==> src/hw/rtl/cch_pkg.sv <==
package cch_pkg;

	// Sample, offset, heading, bus and index widths
	localparam int SAMPLE_W = 16;
	localparam int SUM_W = SAMPLE_W + 1;
	localparam int HEADING_W = 9;
	localparam int IN_TDATA_W = 32;
	localparam int OUT_TDATA_W = 16;
	localparam int CFG_INDEX_W = 1;

	// Register indexes on the configuration port
	localparam logic [CFG_INDEX_W-1:0] REG_X_OFFSET = 1'd0;
	localparam logic [CFG_INDEX_W-1:0] REG_Y_OFFSET = 1'd1;

	// CORDIC sizing
	localparam int CORDIC_STEPS = 16;
	localparam int ANGLE_FRAC_BITS = 8;
	localparam int TABLE_LEN = 24;
	localparam int TABLE_FRAC = 16;
	localparam int GUARD_BITS = 24;
	localparam int STEPS = (CORDIC_STEPS > TABLE_LEN) ? TABLE_LEN : CORDIC_STEPS;
	localparam int FRAC = (ANGLE_FRAC_BITS > TABLE_FRAC) ? TABLE_FRAC : ANGLE_FRAC_BITS;
	localparam int STEP_W = $clog2(TABLE_LEN);

	// Vector width: sample sum, guard bits, CORDIC gain and pre-rotation headroom
	localparam int CW = SUM_W + GUARD_BITS + 3;
	// Angle width: up to about +-190 degrees with FRAC fraction bits, plus sign
	localparam int ZW = FRAC + 10;
	localparam int HW = ZW + 1;

	localparam logic signed [ZW-1:0] Z_90 = ZW'(90 << FRAC);
	localparam logic signed [HW-1:0] H_90 = HW'(90 << FRAC);
	localparam logic signed [HW-1:0] H_360 = HW'(360 << FRAC);

	localparam logic [HEADING_W-1:0] HEADING_ZERO_VEC = 9'd270;
	localparam logic [HEADING_W-1:0] MAX_HEADING = 9'd359;

	// atan(2^-i) in degrees, 16 fraction bits
	localparam int ATAN_Q16 [TABLE_LEN] = '{
		2949120, 1740967, 919879, 466945, 234379, 117304, 58666, 29335,
		14668, 7334, 3667, 1833, 917, 458, 229, 115,
		57, 29, 14, 7, 4, 2, 1, 0
	};

	localparam int ROUND_SH = TABLE_FRAC - FRAC;
	localparam int ROUND_HALF = (ROUND_SH == 0) ? 0 : (1 << (ROUND_SH - 1));

	typedef struct packed {
		logic signed [CW-1:0] x;
		logic signed [CW-1:0] y;
		logic signed [ZW-1:0] z;
		logic zero_vec;
	} cch_vec_t;

	// Table angle rounded half up to FRAC fraction bits
	function automatic logic signed [ZW-1:0] atan_angle(input logic [STEP_W-1:0] i);
		int t;
		t = 0;
		if (i < STEP_W'(TABLE_LEN))
			t = ATAN_Q16[i];
		t = (t + ROUND_HALF) >>> ROUND_SH;
		return ZW'(t);
	endfunction

endpackage

==> src/hw/rtl/cch_pre.sv <==
module cch_pre
	import cch_pkg::*;
(
	input  logic                       clk,
	input  logic                       arst_n,
	input  logic                       in_valid,
	output logic                       in_ready,
	input  logic signed [SAMPLE_W-1:0] x_sample,
	input  logic signed [SAMPLE_W-1:0] y_sample,
	input  logic signed [SAMPLE_W-1:0] x_offset,
	input  logic signed [SAMPLE_W-1:0] y_offset,
	output logic                       out_valid,
	input  logic                       out_ready,
	output cch_vec_t                   out_vec
);

	logic signed [SUM_W-1:0] xs, ys;
	logic signed [CW-1:0] xg, yg;
	cch_vec_t nxt;
	cch_vec_t vec_q;
	logic vld_q;

	assign xs = {x_sample[SAMPLE_W-1], x_sample} + {x_offset[SAMPLE_W-1], x_offset};
	assign ys = {y_sample[SAMPLE_W-1], y_sample} + {y_offset[SAMPLE_W-1], y_offset};
	assign xg = {{(CW-SUM_W){xs[SUM_W-1]}}, xs} <<< GUARD_BITS;
	assign yg = {{(CW-SUM_W){ys[SUM_W-1]}}, ys} <<< GUARD_BITS;

	// Fold the left half-plane into the right one by a quarter turn
	always_comb begin
		nxt.zero_vec = (xs == '0) && (ys == '0);
		nxt.x = xg;
		nxt.y = yg;
		nxt.z = '0;
		if (xs[SUM_W-1]) begin
			if (!ys[SUM_W-1]) begin
				nxt.x = yg;
				nxt.y = -xg;
				nxt.z = Z_90;
			end else begin
				nxt.x = -yg;
				nxt.y = xg;
				nxt.z = -Z_90;
			end
		end
	end

	assign in_ready = !vld_q || out_ready;

	always_ff @(posedge clk or negedge arst_n) begin
		if (!arst_n) begin
			vld_q <= 1'b0;
		end else if (in_ready) begin
			vld_q <= in_valid;
		end
	end

	always_ff @(posedge clk) begin
		if (in_ready && in_valid) begin
			vec_q <= nxt;
		end
	end

	assign out_valid = vld_q;
	assign out_vec = vec_q;

endmodule

==> config.mk <==
export PLATFORM = sky130hd
export DESIGN_NAME = cch_pre
export DESIGN_NICKNAME = d
export VERILOG_FILES = /design/src/hw/rtl/cch_pkg.sv /design/src/hw/rtl/cch_pre.sv
export SDC_FILE = /design/constraint.sdc
export NUM_CORES = 1
export LEC_CHECK = 0
export BUFFER_PORTS_ARGS = -buffer_cell sky130_fd_sc_hd__buf_2
export CAP_MARGIN = 10
export CORE_MARGIN = 3
export CORE_UTILIZATION = 45
export CTS_CLUSTER_DIAMETER = 40
export DETAILED_ROUTE_END_ITERATION = 6
export MAX_ROUTING_LAYER = met4
export PLACE_DENSITY = 0.85
export SYNTH_ARGS = -nofsm -noshare
export SYNTH_HDL_FRONTEND = slang
export SYNTH_SLANG_ARGS = --single-unit
==> constraint.sdc <==
create_clock -name clk -period 3.5 [get_ports clk]
set_input_delay 0.175 -clock clk [delete_from_list [all_inputs] [get_ports clk]]
set_output_delay 0.175 -clock clk [all_outputs]
set_load 0.01 [all_outputs]
==> metrics.md <==
| Metric | Value |
|---|---|
| Status | `finished clean` |
| Final setup vio count | `0` |
| Grt total ovfl | `0` |
| Min-Delay Path Class | `input pin to register` |
| HPWL after DPL | `9.40 mm` |
| Simple logic cell fraction of the synthesized area | `18.7%` |
| ANT nets after route | `0` |
| Port buffer count | `119` |
| Max-cap check violation count | `0` |
| Fill cell count | `986` |
| Drt first pass iters | `5` |
| #FFs+latches synth | `45` |
| CTS tree | `built` |
| Drt wl/cell | `14.3 um` |
| Multiplexer share of the synthesized area | `1.47%` |
| DR vias | `4270` |
| Unrepaired setup endpoints after global routing | `false` |
| DRT iter0 DRCs | `274` |
| Compound-cell area share of the yosys netlist | `21.9%` |
| Die area | `12000 um2` |
| Chip Height | `110 um` |
| XOR/XNOR Fraction of Synth Area | `7.01%` |
| Fin. Hold Viols | `0` |
| FP Rows | `37` |
| Pleak | `2.43 nW` |
| Via/cell ratio | `5.33` |
| Pin count of the biggest net entering global routing | `45` |
| Setup Crit Path Kind | `input pin to register` |
| ANT cells | `0` |
| Tcrit/Tclk final | `85.5%` |
| Placed cell count | `792` |
| First-pass GRT wire length | `18.3 mm` |
| Maximum VDD drop | `218 uV` |
| Max Slew Vio Count | `0` |
| Post-synthesis adder-cell area fraction | `9.88%` |
| F_max | `334 MHz` |
| Worst-Margin Slew | `994 ps` |
| IO Pins | `177` |
| Total CTS buffers | `5` |
| Routed Wire Length | `11.4 mm` |
| Largest family of logic cells by synthesized area | `compound AO/OA/AOI/OAI gates` |
| Synth top area cells | `edfxtp_1 27%, buf_4 9.9%, ha_1 9.0%` |
| Worst Skew | `9.28 ps` |
| Syn_area_per_cell | `8.82 um2` |
| Fin nets | `769` |
| Power per Cell Area | `387 nW/um2` |
| Min cycle time layout | `2990 ps` |
| CTS H-Tree Depth | `2` |
| Post-CTS Setup Inserts | `0` |
| CTS Buffer Depth | `2` |
| Sequential area share after synthesis | `27.8%` |
| DRC | `0` |
| Mapped Area | `4840 um2` |
| Synth Instances | `549` |
| GPL Wtd Cong | `0.994` |
| Power, Total | `2.11 mW` |
| # clock sinks | `45` |
| Worst EP arrival | `3050 ps` |
| Critical path startpoint | `y_sample[0]` |
| Commonest non-fill, non-tap cells in the layout | `119 x buf_2, 60 x conb_1, 46 x a21oi_1` |
| Reg2reg start | `out_valid` |
| Clock root cell | `clkbuf_8` |
| Worst Path Max Fanout | `7` |
| WP data required | `3560 ps` |
| CP Capture Type | `register` |
| Initial antenna violation count | `0` |
| Hold_ws | `80.7 ps` |
| Unique masters post-synth | `78` |
| Fin cells | `801` |
| Share of cells above drive strength 1 | `24.4%` |
| CTS clock-pin slew for the worst setup and hold paths | `90 ps` |
| FFs w/ async S/R, synth | `2.22%` |
| Core ar. | `10400 um2` |
| Hold Startpoint | `in_valid` |
| Yosys warns | `0` |
| Synthesis-to-layout area growth | `12.8%` |
| Setup TNS | `0 ps` |
| Leading area contributor after synthesis | `edfxtp_1` |
| Startpoint types | `input pin` |
| Synth top area share | `27.3%` |
| Main flop type after synthesis | `edfxtp_1` |
| Die W | `110 um` |
| Clk_lat worst skew | `290 ps` |
| Relative slew slack | `33.8%` |
| Initial core utilization | `46.7%` |
| GRT Util Overall | `19.2%` |
| Leading cell type in the layout, fill and taps excluded | `buf_2` |
| Vias in the first global route | `3788` |
| EDFF count, synth | `44` |
==> final cells by class <==
| class | count | area, um2 | share of cell area, % |
|---|---|---|---|
| sequential | 45 | 1350 | 24.7 |
| timing repair buffer | 129 | 673 | 12.3 |
| tap | 136 | 170 | 3.12 |
| clock buffer | 5 | 68.8 | 1.26 |
| clock inverter | 3 | 46.3 | 0.848 |
| inverter | 21 | 78.8 | 1.44 |
| multi-input combinational | 462 | 3080 | 56.3 |
==> what timing repair did <==
item	4_1_cts	5_1_grt
resized for setup	0	0
endpoints found under the hold margin	1	0
hold buffers	1	0
==> power by group <==
group	switching, mW	internal (mW)	total [mW]
clock	0.176	0.214	0.390
combinational	0.623	0.392	1.02
sequential	0.0155	0.692	0.708
==> logic make-up (layout without fill, tap and decap cells) <==
group | Yosys count | count (layout)
mux | 7 | 7
compound gates | 149 | 149
other cells | 1 | 60
flops | 45 | 45
xor+xnor | 37 | 37
fa+ha+maj | 37 | 37
buf+inv | 101 | 158
simple gates | 172 | 172
==> critical path: stages <==
cell and delay (ps):
buf_2 100, ha_1 240, fa_1 430, a211oi_2 350
o211ai_1 180, and2_1 270, a211o_1 360, a21o_1 240
nor4_1 160, and3_1 210, ha_1 220, and2_1 130
==> cell usage after synthesis (all sizes together) (16+ instances only) <==
| cell | instances |
|---|---|
| edfxtp | 44 |
| o21ai | 31 |
| a21oi | 48 |
| buf | 74 |
| xor2 | 20 |
| nand3 | 16 |
| inv | 21 |
| nor2 | 37 |
| nand2 | 38 |
| nor3 | 20 |
| xnor2 | 17 |
| ha | 35 |
==> final timing paths <==
check,end,slack (ps),depth (start not counted)
min in group asynchronous,out_valid,200,2
worst min-delay path,out_valid,80,2
worst max-delay path,out_vec[103],510,12
worst min register to register,out_valid,520,2
worst max register to register,out_vec[100],1820,2
max in group asynchronous,out_valid,3220,2
==> through the flow <==
stage	setup slack, ps	instance area (um2)	utilization, %
final	507	5460	52.7
after global routing	291	5460	52.7
after CTS	514	5460	52.7
after detailed placement	203	5340	51.4
after global placement	262	5340	51.4
after floorplan	528	5060	-
==> registers in the layout (all words and copies together) (netlist names) <==
signal and cells:
out_valid 1, out_vec 44
==> per-layer routing <==
layer | wire [um] | track usage (%)
met3 | 956 | 1.23
met2 | 5240 | 30.8
met5 | 0 | -
met4 | 102 | 4.54
met1 | 5120 | 26.7
Power figures use the tool's default switching activity.
