### config.mk
export PLATFORM = sky130hd
export DESIGN_NAME = cch_post
export DESIGN_NICKNAME = d
export VERILOG_FILES = /design/src/hw/rtl/cch_pkg.sv /design/src/hw/rtl/cch_post.sv
export SDC_FILE = /design/constraint.sdc
export NUM_CORES = 1
export LEC_CHECK = 0
export BUFFER_PORTS_ARGS = -buffer_cell sky130_fd_sc_hd__buf_2
export CAP_MARGIN = 20
export CORE_MARGIN = 1
export CORE_UTILIZATION = 31
export CTS_CLUSTER_SIZE = 10
export DETAILED_ROUTE_END_ITERATION = 8
export PLACE_DENSITY = 0.71
export SETUP_SLACK_MARGIN = 0.2
export SLEW_MARGIN = 0
export SYNTH_ARGS = -nofsm -noshare
export SYNTH_HDL_FRONTEND = slang
export SYNTH_SLANG_ARGS = --single-unit
### constraint.sdc
create_clock -name clk -period 2.45 [get_ports clk]
set_input_delay 0.6125 -clock clk [delete_from_list [all_inputs] [get_ports clk]]
set_output_delay 0.6125 -clock clk [all_outputs]
set_load 0.01 [all_outputs]
### src/hw/rtl/cch_pkg.sv
package cch_pkg;

	// Sample, offset, heading, bus and index widths
	localparam int SAMPLE_W = 16;
	localparam int SUM_W = SAMPLE_W + 1;
	localparam int HEADING_W = 9;
	localparam int IN_TDATA_W = 32;
	localparam int OUT_TDATA_W = 16;
	localparam int CFG_INDEX_W = 1;

	// Register indexes on the configuration port
	localparam logic [CFG_INDEX_W-1:0] REG_X_OFFSET = 1'd0;
	localparam logic [CFG_INDEX_W-1:0] REG_Y_OFFSET = 1'd1;

	// CORDIC sizing
	localparam int CORDIC_STEPS = 16;
	localparam int ANGLE_FRAC_BITS = 8;
	localparam int TABLE_LEN = 24;
	localparam int TABLE_FRAC = 16;
	localparam int GUARD_BITS = 24;
	localparam int STEPS = (CORDIC_STEPS > TABLE_LEN) ? TABLE_LEN : CORDIC_STEPS;
	localparam int FRAC = (ANGLE_FRAC_BITS > TABLE_FRAC) ? TABLE_FRAC : ANGLE_FRAC_BITS;
	localparam int STEP_W = $clog2(TABLE_LEN);

	// Vector width: sample sum, guard bits, CORDIC gain and pre-rotation headroom
	localparam int CW = SUM_W + GUARD_BITS + 3;
	// Angle width: up to about +-190 degrees with FRAC fraction bits, plus sign
	localparam int ZW = FRAC + 10;
	localparam int HW = ZW + 1;

	localparam logic signed [ZW-1:0] Z_90 = ZW'(90 << FRAC);
	localparam logic signed [HW-1:0] H_90 = HW'(90 << FRAC);
	localparam logic signed [HW-1:0] H_360 = HW'(360 << FRAC);

	localparam logic [HEADING_W-1:0] HEADING_ZERO_VEC = 9'd270;
	localparam logic [HEADING_W-1:0] MAX_HEADING = 9'd359;

	// atan(2^-i) in degrees, 16 fraction bits
	localparam int ATAN_Q16 [TABLE_LEN] = '{
		2949120, 1740967, 919879, 466945, 234379, 117304, 58666, 29335,
		14668, 7334, 3667, 1833, 917, 458, 229, 115,
		57, 29, 14, 7, 4, 2, 1, 0
	};

	localparam int ROUND_SH = TABLE_FRAC - FRAC;
	localparam int ROUND_HALF = (ROUND_SH == 0) ? 0 : (1 << (ROUND_SH - 1));

	typedef struct packed {
		logic signed [CW-1:0] x;
		logic signed [CW-1:0] y;
		logic signed [ZW-1:0] z;
		logic zero_vec;
	} cch_vec_t;

	// Table angle rounded half up to FRAC fraction bits
	function automatic logic signed [ZW-1:0] atan_angle(input logic [STEP_W-1:0] i);
		int t;
		t = 0;
		if (i < STEP_W'(TABLE_LEN))
			t = ATAN_Q16[i];
		t = (t + ROUND_HALF) >>> ROUND_SH;
		return ZW'(t);
	endfunction

endpackage

### src/hw/rtl/cch_post.sv
module cch_post
	import cch_pkg::*;
(
	input  logic                 clk,
	input  logic                 arst_n,
	input  logic                 in_valid,
	output logic                 in_ready,
	input  cch_vec_t             in_vec,
	output logic                 out_valid,
	input  logic                 out_ready,
	output logic [HEADING_W-1:0] heading
);

	logic signed [HW-1:0] h0, h1;
	logic [HEADING_W:0] whole;
	logic [HEADING_W-1:0] nxt;
	logic [HEADING_W-1:0] heading_q;
	logic vld_q;

	// Take off the mounting quarter turn and wrap into 0..360
	assign h0 = {in_vec.z[ZW-1], in_vec.z} - H_90;
	always_comb begin
		h1 = h0[HW-1] ? (h0 + H_360) : h0;
		if (h1[HW-1])
			h1 = '0;
	end
	assign whole = h1[FRAC+HEADING_W:FRAC];

	always_comb begin
		if (in_vec.zero_vec)
			nxt = HEADING_ZERO_VEC;
		else if (whole > {1'b0, MAX_HEADING})
			nxt = MAX_HEADING;
		else
			nxt = whole[HEADING_W-1:0];
	end

	assign in_ready = !vld_q || out_ready;

	always_ff @(posedge clk or negedge arst_n) begin
		if (!arst_n) begin
			vld_q <= 1'b0;
		end else if (in_ready) begin
			vld_q <= in_valid;
		end
	end

	always_ff @(posedge clk) begin
		if (in_ready && in_valid) begin
			heading_q <= nxt;
		end
	end

	assign out_valid = vld_q;
	assign heading = heading_q;

endmodule

==> qor.csv, run 1 <==
stage,metric,value,unit
outcome,status,"complete, but fails checks",
outcome,violations,negative setup slack,
timing,tightestPinTransition,0.652,ns
clocking,clock_path_buffers,2,
clocking,cts_made_buffers,3,
global_route,grt_max_degree,15,
timing,relSlewSlack,56.2,%
timing,fin_ws,-0.296,ns
routing,dr.pass1.iters,4,
timing,hold_viol,0,
final_layout,syn_to_final_growth,58.0,%
timing,setup-tns-final,-2.18,ns
worst_setup_path,critPathLaunchType,input port,
worst_setup_path,cp_max_fo,5,
final_layout,drive_gt1_share,49.2,%
min_path,hold_path_class,in2async,
logic_synthesis,synthArstFlopShare,10.0,%
routing,routedWlPerCell,13.6,um
die,dieHeight,62.5,um
worst_setup_path,path_common_cell,buf_6,
timing,rsz0062_at_grt,true,
timing,finClkSkew,0.000438,ns
logic_synthesis,syn_area,1140,sq um
routing,routed_via_density,5.39,
logic_synthesis,synth_cell_types,51,
routing,drcViolationCount,0,
die,die_w,62.5,um
final_layout,multi_input_area,882,sq um
worst_setup_path,cp_num_buf_inv,3,
timing,slew_violations,0,
logic_synthesis,synth_warnings,0,
global_route,antenna_found_initial,0,
clocking,root_buffer,clkbuf_4,
run,maxCapViolCount,0,
placed_design,portBuffers,25,
global_route,grt_pass1_vias,1189,
routing,drt-total-wl,3.16,mm
worst_setup_path,cp_slowest_stage_delay,0.58,ns
global_route,track_usage,17.0,%
placed_design,gpl.final_weighted_congestion,0.910,
clocking,clock_latency,0.27,ns
routing,dr.first_iter.drc_count,24,
placed_design,dp_hpwl,2.56,mm
timing,setup-violations-final,9,
worst_setup_path,crit_required,2.47,ns
logic_synthesis,ys_seq_area_share,26.0,%
global_route,grt_pass1_wl,5.25,mm
die,coreArea,3420,sq um
global_route,globalRouteOverflowTotal,0,
clocking,cts.clk_slew.worst_paths,0.06,ns
routing,vias,1257,
die,start_util,33.3,%
global_route,grt_use_met1,19.2,%
pwr,cellLeakagePower,0.791,nW
final_layout,diodes,0,
pwr,vdd_drop_max,0.104,mV
timing,fmax,364,MHz
pwr,power_per_cell_area,398,nW/um^2
die,row_count,21,
worst_setup_path,cp_slowest_cell,or4_4,
worst_setup_path,criticalPathCategory,in2reg,
global_route,use_met2,30.3,%
timing,fin_crit,2.75,ns
logic_synthesis,synth_cells,129,
timing,hold_ws,0.101,ns
clocking,clock_sinks,10,
worst_setup_path,critPathTopFamily,simple AND/OR/NAND/NOR gates,
final_layout,final_util,52.6,%
global_route,grt_busiest_layer,met2,
global_route,grtUsageMet3,3.28,%
routing,drt.antenna.violating_nets,0,
clocking,cts_htree_levels,1,
pwr,fin_total_pwr,0.714,mW
logic_synthesis,ys_seq_elements,10,
worst_setup_path,end_kind,flop,
logic_synthesis,synth_nets,242,
clocking,cts_tree,yes,
final_layout,fill_cells,316,
timing,period_share,112,%
die,die-area,3910,sq um
final_layout,layout.area.seq,295,sq um
logic_synthesis,synth_edf_count,9,
logic_synthesis,synth-main-ff-cell,edfxtp_1,
worst_setup_path,critPathArrivalTime,2.77,ns
logic_synthesis,synth.avg_cell_area,8.81,sq um
die,num_io_pins,122,
worst_setup_path,cp_cell_sequence,"buf_6, or3_4, o211a_4, or4_4, buf_12, xnor2_4, a21oi_2, buf_6, o31a_1",
final_layout,nets,301,
## per-stage QoR
step / instance area (sq um) / std cells / setup WS [ns]
2_1_floorplan: 1210 / 129 / -0.371
3_3_place_gp: 1620 / 226 / -0.646
3_5_place_dp: 1620 / 226 / -0.749
4_1_cts: 1750 / 232 / -0.286
5_1_grt: 1800 / 233 / -0.337
6_report: 1800 / 233 / -0.296
## power by group
| group | total (mW) | internal (mW) | switching [mW] |
|---|---|---|---|
| Combinational | 0.358 | 0.188 | 0.170 |
| Clock | 0.150 | 0.0904 | 0.0593 |
| Sequential | 0.206 | 0.204 | 0.00273 |
## cell type report
cell class | instances | share of cell area, %
clock buffer | 4 | 2.02
inverter | 10 | 3.21
multi-input combinational | 102 | 49.1
sequential | 10 | 16.4
tap | 46 | 3.21
timing repair buffer | 61 | 26.0
## state kept, by name (all words and copies together) (netlist names)
name       cells
heading        9
out_valid      1
## cells by family after synthesis
group | after synthesis | synth area share (%)
AO/OA/AOI/OAI | 48 | 31.5
AND/OR/NAND/NOR | 41 | 22.6
buffers and inverters | 17 | 5.95
flip-flops | 10 | 26.0
XOR/XNOR | 8 | 9.03
multiplexers | 3 | 2.75
adder cells (fa/ha/maj) | 2 | 2.20
## metal layers
| layer | up-vias | wire, um |
|---|---|---|
| li1 | 610 | - |
| met1 | 593 | 1320 |
| met2 | 41 | 1610 |
| met3 | 13 | 134 |
| met4 | 0 | 95 |
| met5 | - | 0 |
## Yosys cell counts, types with 3 or more instances
library cell	number	area [sq um]
a211oi_1	4	30.0
a21o_1	4	30.0
a21oi_1	7	35.0
clkbuf_1	6	22.5
edfxtp_1	9	270
inv_1	10	37.5
nand2_1	4	15.0
nor2_1	10	37.5
nor3_1	3	15.0
nor4_1	4	25.0
o211a_1	5	50.1
o211ai_1	3	22.5
o21ai_0	5	25.0
or3_1	3	18.8
xnor2_1	5	43.8
## path summary, 6_finish.rpt
kind                                             from                       end  slack (ns)  cells after the start
worst max-delay path                       in_vec[14]  heading[6]$_SDFFCE_PP0P_       -0.30                      9
worst min-delay path                           arst_n     out_valid$_DFFE_PN0N_        0.10                      1
worst max register to register  out_valid$_DFFE_PN0N_  heading[0]$_SDFFCE_PP0P_        1.24                      2
max in group asynchronous                      arst_n     out_valid$_DFFE_PN0N_        2.27                      1
min in group clk                out_valid$_DFFE_PN0N_     out_valid$_DFFE_PN0N_        0.53                      2
worst min register to register  out_valid$_DFFE_PN0N_     out_valid$_DFFE_PN0N_        0.53                      2
## cells in the final DEF (no fill, tap or decap), drive strengths merged, types with 4 or more instances in the layout
master	n
o211a	6
nand2	4
xnor2	6
o21ai	8
edfxtp	9
clkbuf	4
nor4	5
buf	61
a21oi	8
inv	10
a21o	4
a211oi	4
nor2	10
## worst register-to-register path, cell delays in order, from the launching register on
cell	delay, ns
dfrtp_1	0.38
nand2b_1	0.11
and2_1	0.38
## repair_timing
action | in CTS | in global routing
hold buffers | 0 | 0
resized for setup | 15 | 8
pin swaps | 8 | 8
cloned | 0 | 0
buffers inserted | 2 | 1
setup endpoints to repair | 9 | 9
(Power assumes the default switching activity.)
==> run 2, diff against run 1 <==
- BUFFER_PORTS_ARGS: -buffer_cell sky130_fd_sc_hd__buf_2 -> -buffer_cell sky130_fd_sc_hd__buf_4
- CORE_ASPECT_RATIO: unset -> 0.5
- PLACE_DENSITY: 0.71 -> unset
- PLACE_DENSITY_LB_ADDON: unset -> 0.12
==> run 2 against run 1 <==
  * Count of clock-buffer cells in the layout is the same
  * The run still ends with negative setup slack left
  * Final cell count grew 6.0%
  * Sequential power is essentially flat
  * Worst setup slack gained 0.068 ns
  * Wire length grew 1.9%
==> qor.csv, run 2 (synthesized netlist as in run 1, its figures left out) <==
stage,metric,value,unit
timing,fmax,373,MHz
clocking,cts_tree,yes,
timing,hold_viol,0,
min_path,hold_path_class,in2async,
final_layout,fill_cells,307,
outcome,violations,negative setup slack,
final_layout,largest_reg_flops,9,
clocking,cts_hold_buf,0,
routing,dr.pass1.iters,5,
routing,drcViolationCount,0,
final_layout,nets,310,
die,num_io_pins,122,
routing,routed_via_density,4.94,
final_layout,diodes,0,
clocking,cts_htree_levels,1,
routing,drt.antenna.violating_nets,0,
timing,period_share,109,%
global_route,globalRouteOverflowTotal,0,
timing,setup-violations-final,9,
clocking,clock_sinks,10,
pwr,seq_power_share,27.3,%
die,die_w,87.6,um
worst_setup_path,cp_max_fo,5,
final_layout,final_cells,247,
global_route,grt_max_degree,14,
die,coreArea,3470,sq um
die,start_util,32.7,%
global_route,grt_pass1_wl,4.94,mm
final_layout,mostFrequentLayoutCell,buf_4,
placed_design,dp.cells,237,
worst_setup_path,cp_slowest_stage_delay,0.60,ns
timing,setup-tns-final,-1.83,ns
pwr,clock_power_share,22.9,%
die,dieHeight,44.8,um
routing,dr.first_iter.drc_count,101,
worst_setup_path,cp_slowest_cell,or4_4,
pwr,vdd_drop_max,0.162,mV
worst_setup_path,critPathArrivalTime,2.66,ns
clocking,cts_made_buffers,3,
worst_setup_path,criticalPathCategory,in2reg,
pwr,p_int,0.525,mW
worst_setup_path,r2r-start,out_valid$_DFFE_PN0N_,
clocking,cts.clk_slew.worst_paths,0.05,ns
timing,relSlewSlack,69.6,%
pwr,power_per_cell_area,399,nW/um^2
placed_design,place_area,1730,sq um
global_route,grt_pass1_vias,1039,
worst_setup_path,critPathLaunchType,input port,
routing,routedWlPerCell,13.0,um
clocking,root_buffer,clkbuf_8,
worst_setup_path,cp_num_buf_inv,4,
pwr,power.switching,0.236,mW
die,die-area,3930,sq um
final_layout,design_area,1910,sq um
final_layout,drive_gt1_share,51.5,%
clocking,clock_latency,0.23,ns
run,maxCapViolCount,0,
timing,rsz0062_at_grt,true,
timing,fin_crit,2.68,ns
worst_setup_path,crit_start,in_vec[11],
worst_setup_path,end_kind,flop,
timing,slew_violations,0,
global_route,track_usage,16.7,%
pwr,fin_total_pwr,0.761,mW
die,row_count,15,
timing,finClkSkew,0.00234,ns
placed_design,gpl.final_weighted_congestion,0.829,
placed_design,dp_hpwl,2.65,mm
worst_setup_path,crit_required,2.43,ns
worst_setup_path,path_common_cell,ha_4,
routing,drt-total-wl,3.22,mm
pwr,swShare,31.0,%
final_layout,final_cell_mix,"buf_4, nor2_1, edfxtp_1",
routing,vias,1220,
pwr,cellLeakagePower,0.855,nW
outcome,status,"complete, but fails checks",
worst_setup_path,critPathTopFamily,simple AND/OR/NAND/NOR gates,
placed_design,portBuffers,25,
final_layout,syn_to_final_growth,67.7,%
timing,fin_ws,-0.228,ns
clocking,clock_path_buffers,2,
pwr,p_comb_share,49.8,%
worst_setup_path,cp_cell_sequence,"buf_12, inv_12, ha_4, xor2_4, inv_2, ha_4, nor4bb_2, or4_4, xnor2_4, a21oi_2, buf_4, o31a_1",
global_route,antenna_found_initial,0,
timing,tightestPinTransition,0.453,ns
run 2: repair_timing:
| action | 4_1_cts | 5_1_grt |
|---|---|---|
| gates resized for setup | 11 | 8 |
| setup buffers | 2 | 4 |
| endpoints found under the setup margin | 9 | 9 |
| pin swaps | 4 | 10 |
run 2: path summary, 6_finish.rpt:
| path | endpoint | slack [ns] | cells after the start |
|---|---|---|---|
| worst min-delay path | out_valid$_DFFE_PN0N_ | 0.14 | 1 |
| min in group clk | out_valid$_DFFE_PN0N_ | 0.53 | 2 |
| max in group asynchronous | out_valid$_DFFE_PN0N_ | 2.23 | 1 |
| worst max-delay path | heading[0]$_SDFFCE_PP0P_ | -0.23 | 12 |
| worst min register to register | out_valid$_DFFE_PN0N_ | 0.53 | 2 |
| worst max register to register | heading[7]$_SDFFCE_PP0P_ | 1.27 | 2 |
run 2: metrics by stage:
stage / hold WS, ns / util (%) / setup slack [ns]
2_1_floorplan: 0.317 / - / -0.371
3_3_place_gp: 0.388 / 49.9 / -0.639
3_5_place_dp: 0.389 / 49.9 / -0.668
4_1_cts: 0.147 / 52.9 / -0.252
5_1_grt: 0.143 / 54.9 / -0.314
6_report: 0.144 / 54.9 / -0.228
run 2: worst register-to-register path, delay by kind of cell, from the launching register on:
family           cells  cell delay [ns]
AND/OR/NAND/NOR      2             0.48
flip-flops           1             0.37
run 2: final cells by class:
type / instances / area [sq um] / share of cell area (%)
flip-flops and latches: 10 / 295 / 15.5
multi-input cells: 102 / 877 / 46.0
clock buffers: 4 / 45.0 / 2.36
repair buffers: 70 / 567 / 29.7
well taps: 51 / 63.8 / 3.35
inverters: 10 / 57.6 / 3.02
run 2: power by group through the flow:
stage | registers [mW] | logic, mW | clock network, mW
after floorplan | 0.218 | 0.187 | 0
after global placement | 0.211 | 0.336 | 0
after detailed placement | 0.211 | 0.337 | 0
after CTS | 0.208 | 0.354 | 0.173
after global routing | 0.209 | 0.409 | 0.183
final | 0.208 | 0.379 | 0.174
run 2: metal layers:
layer / up-vias / routed length, um / track usage, %
met5: - / 0 / 0
met4: 0 / 23 / 3.93
met3: 4 / 131 / 1.83
met2: 32 / 1430 / 27.0
met1: 553 / 1630 / 24.2
li1: 631 / - / -
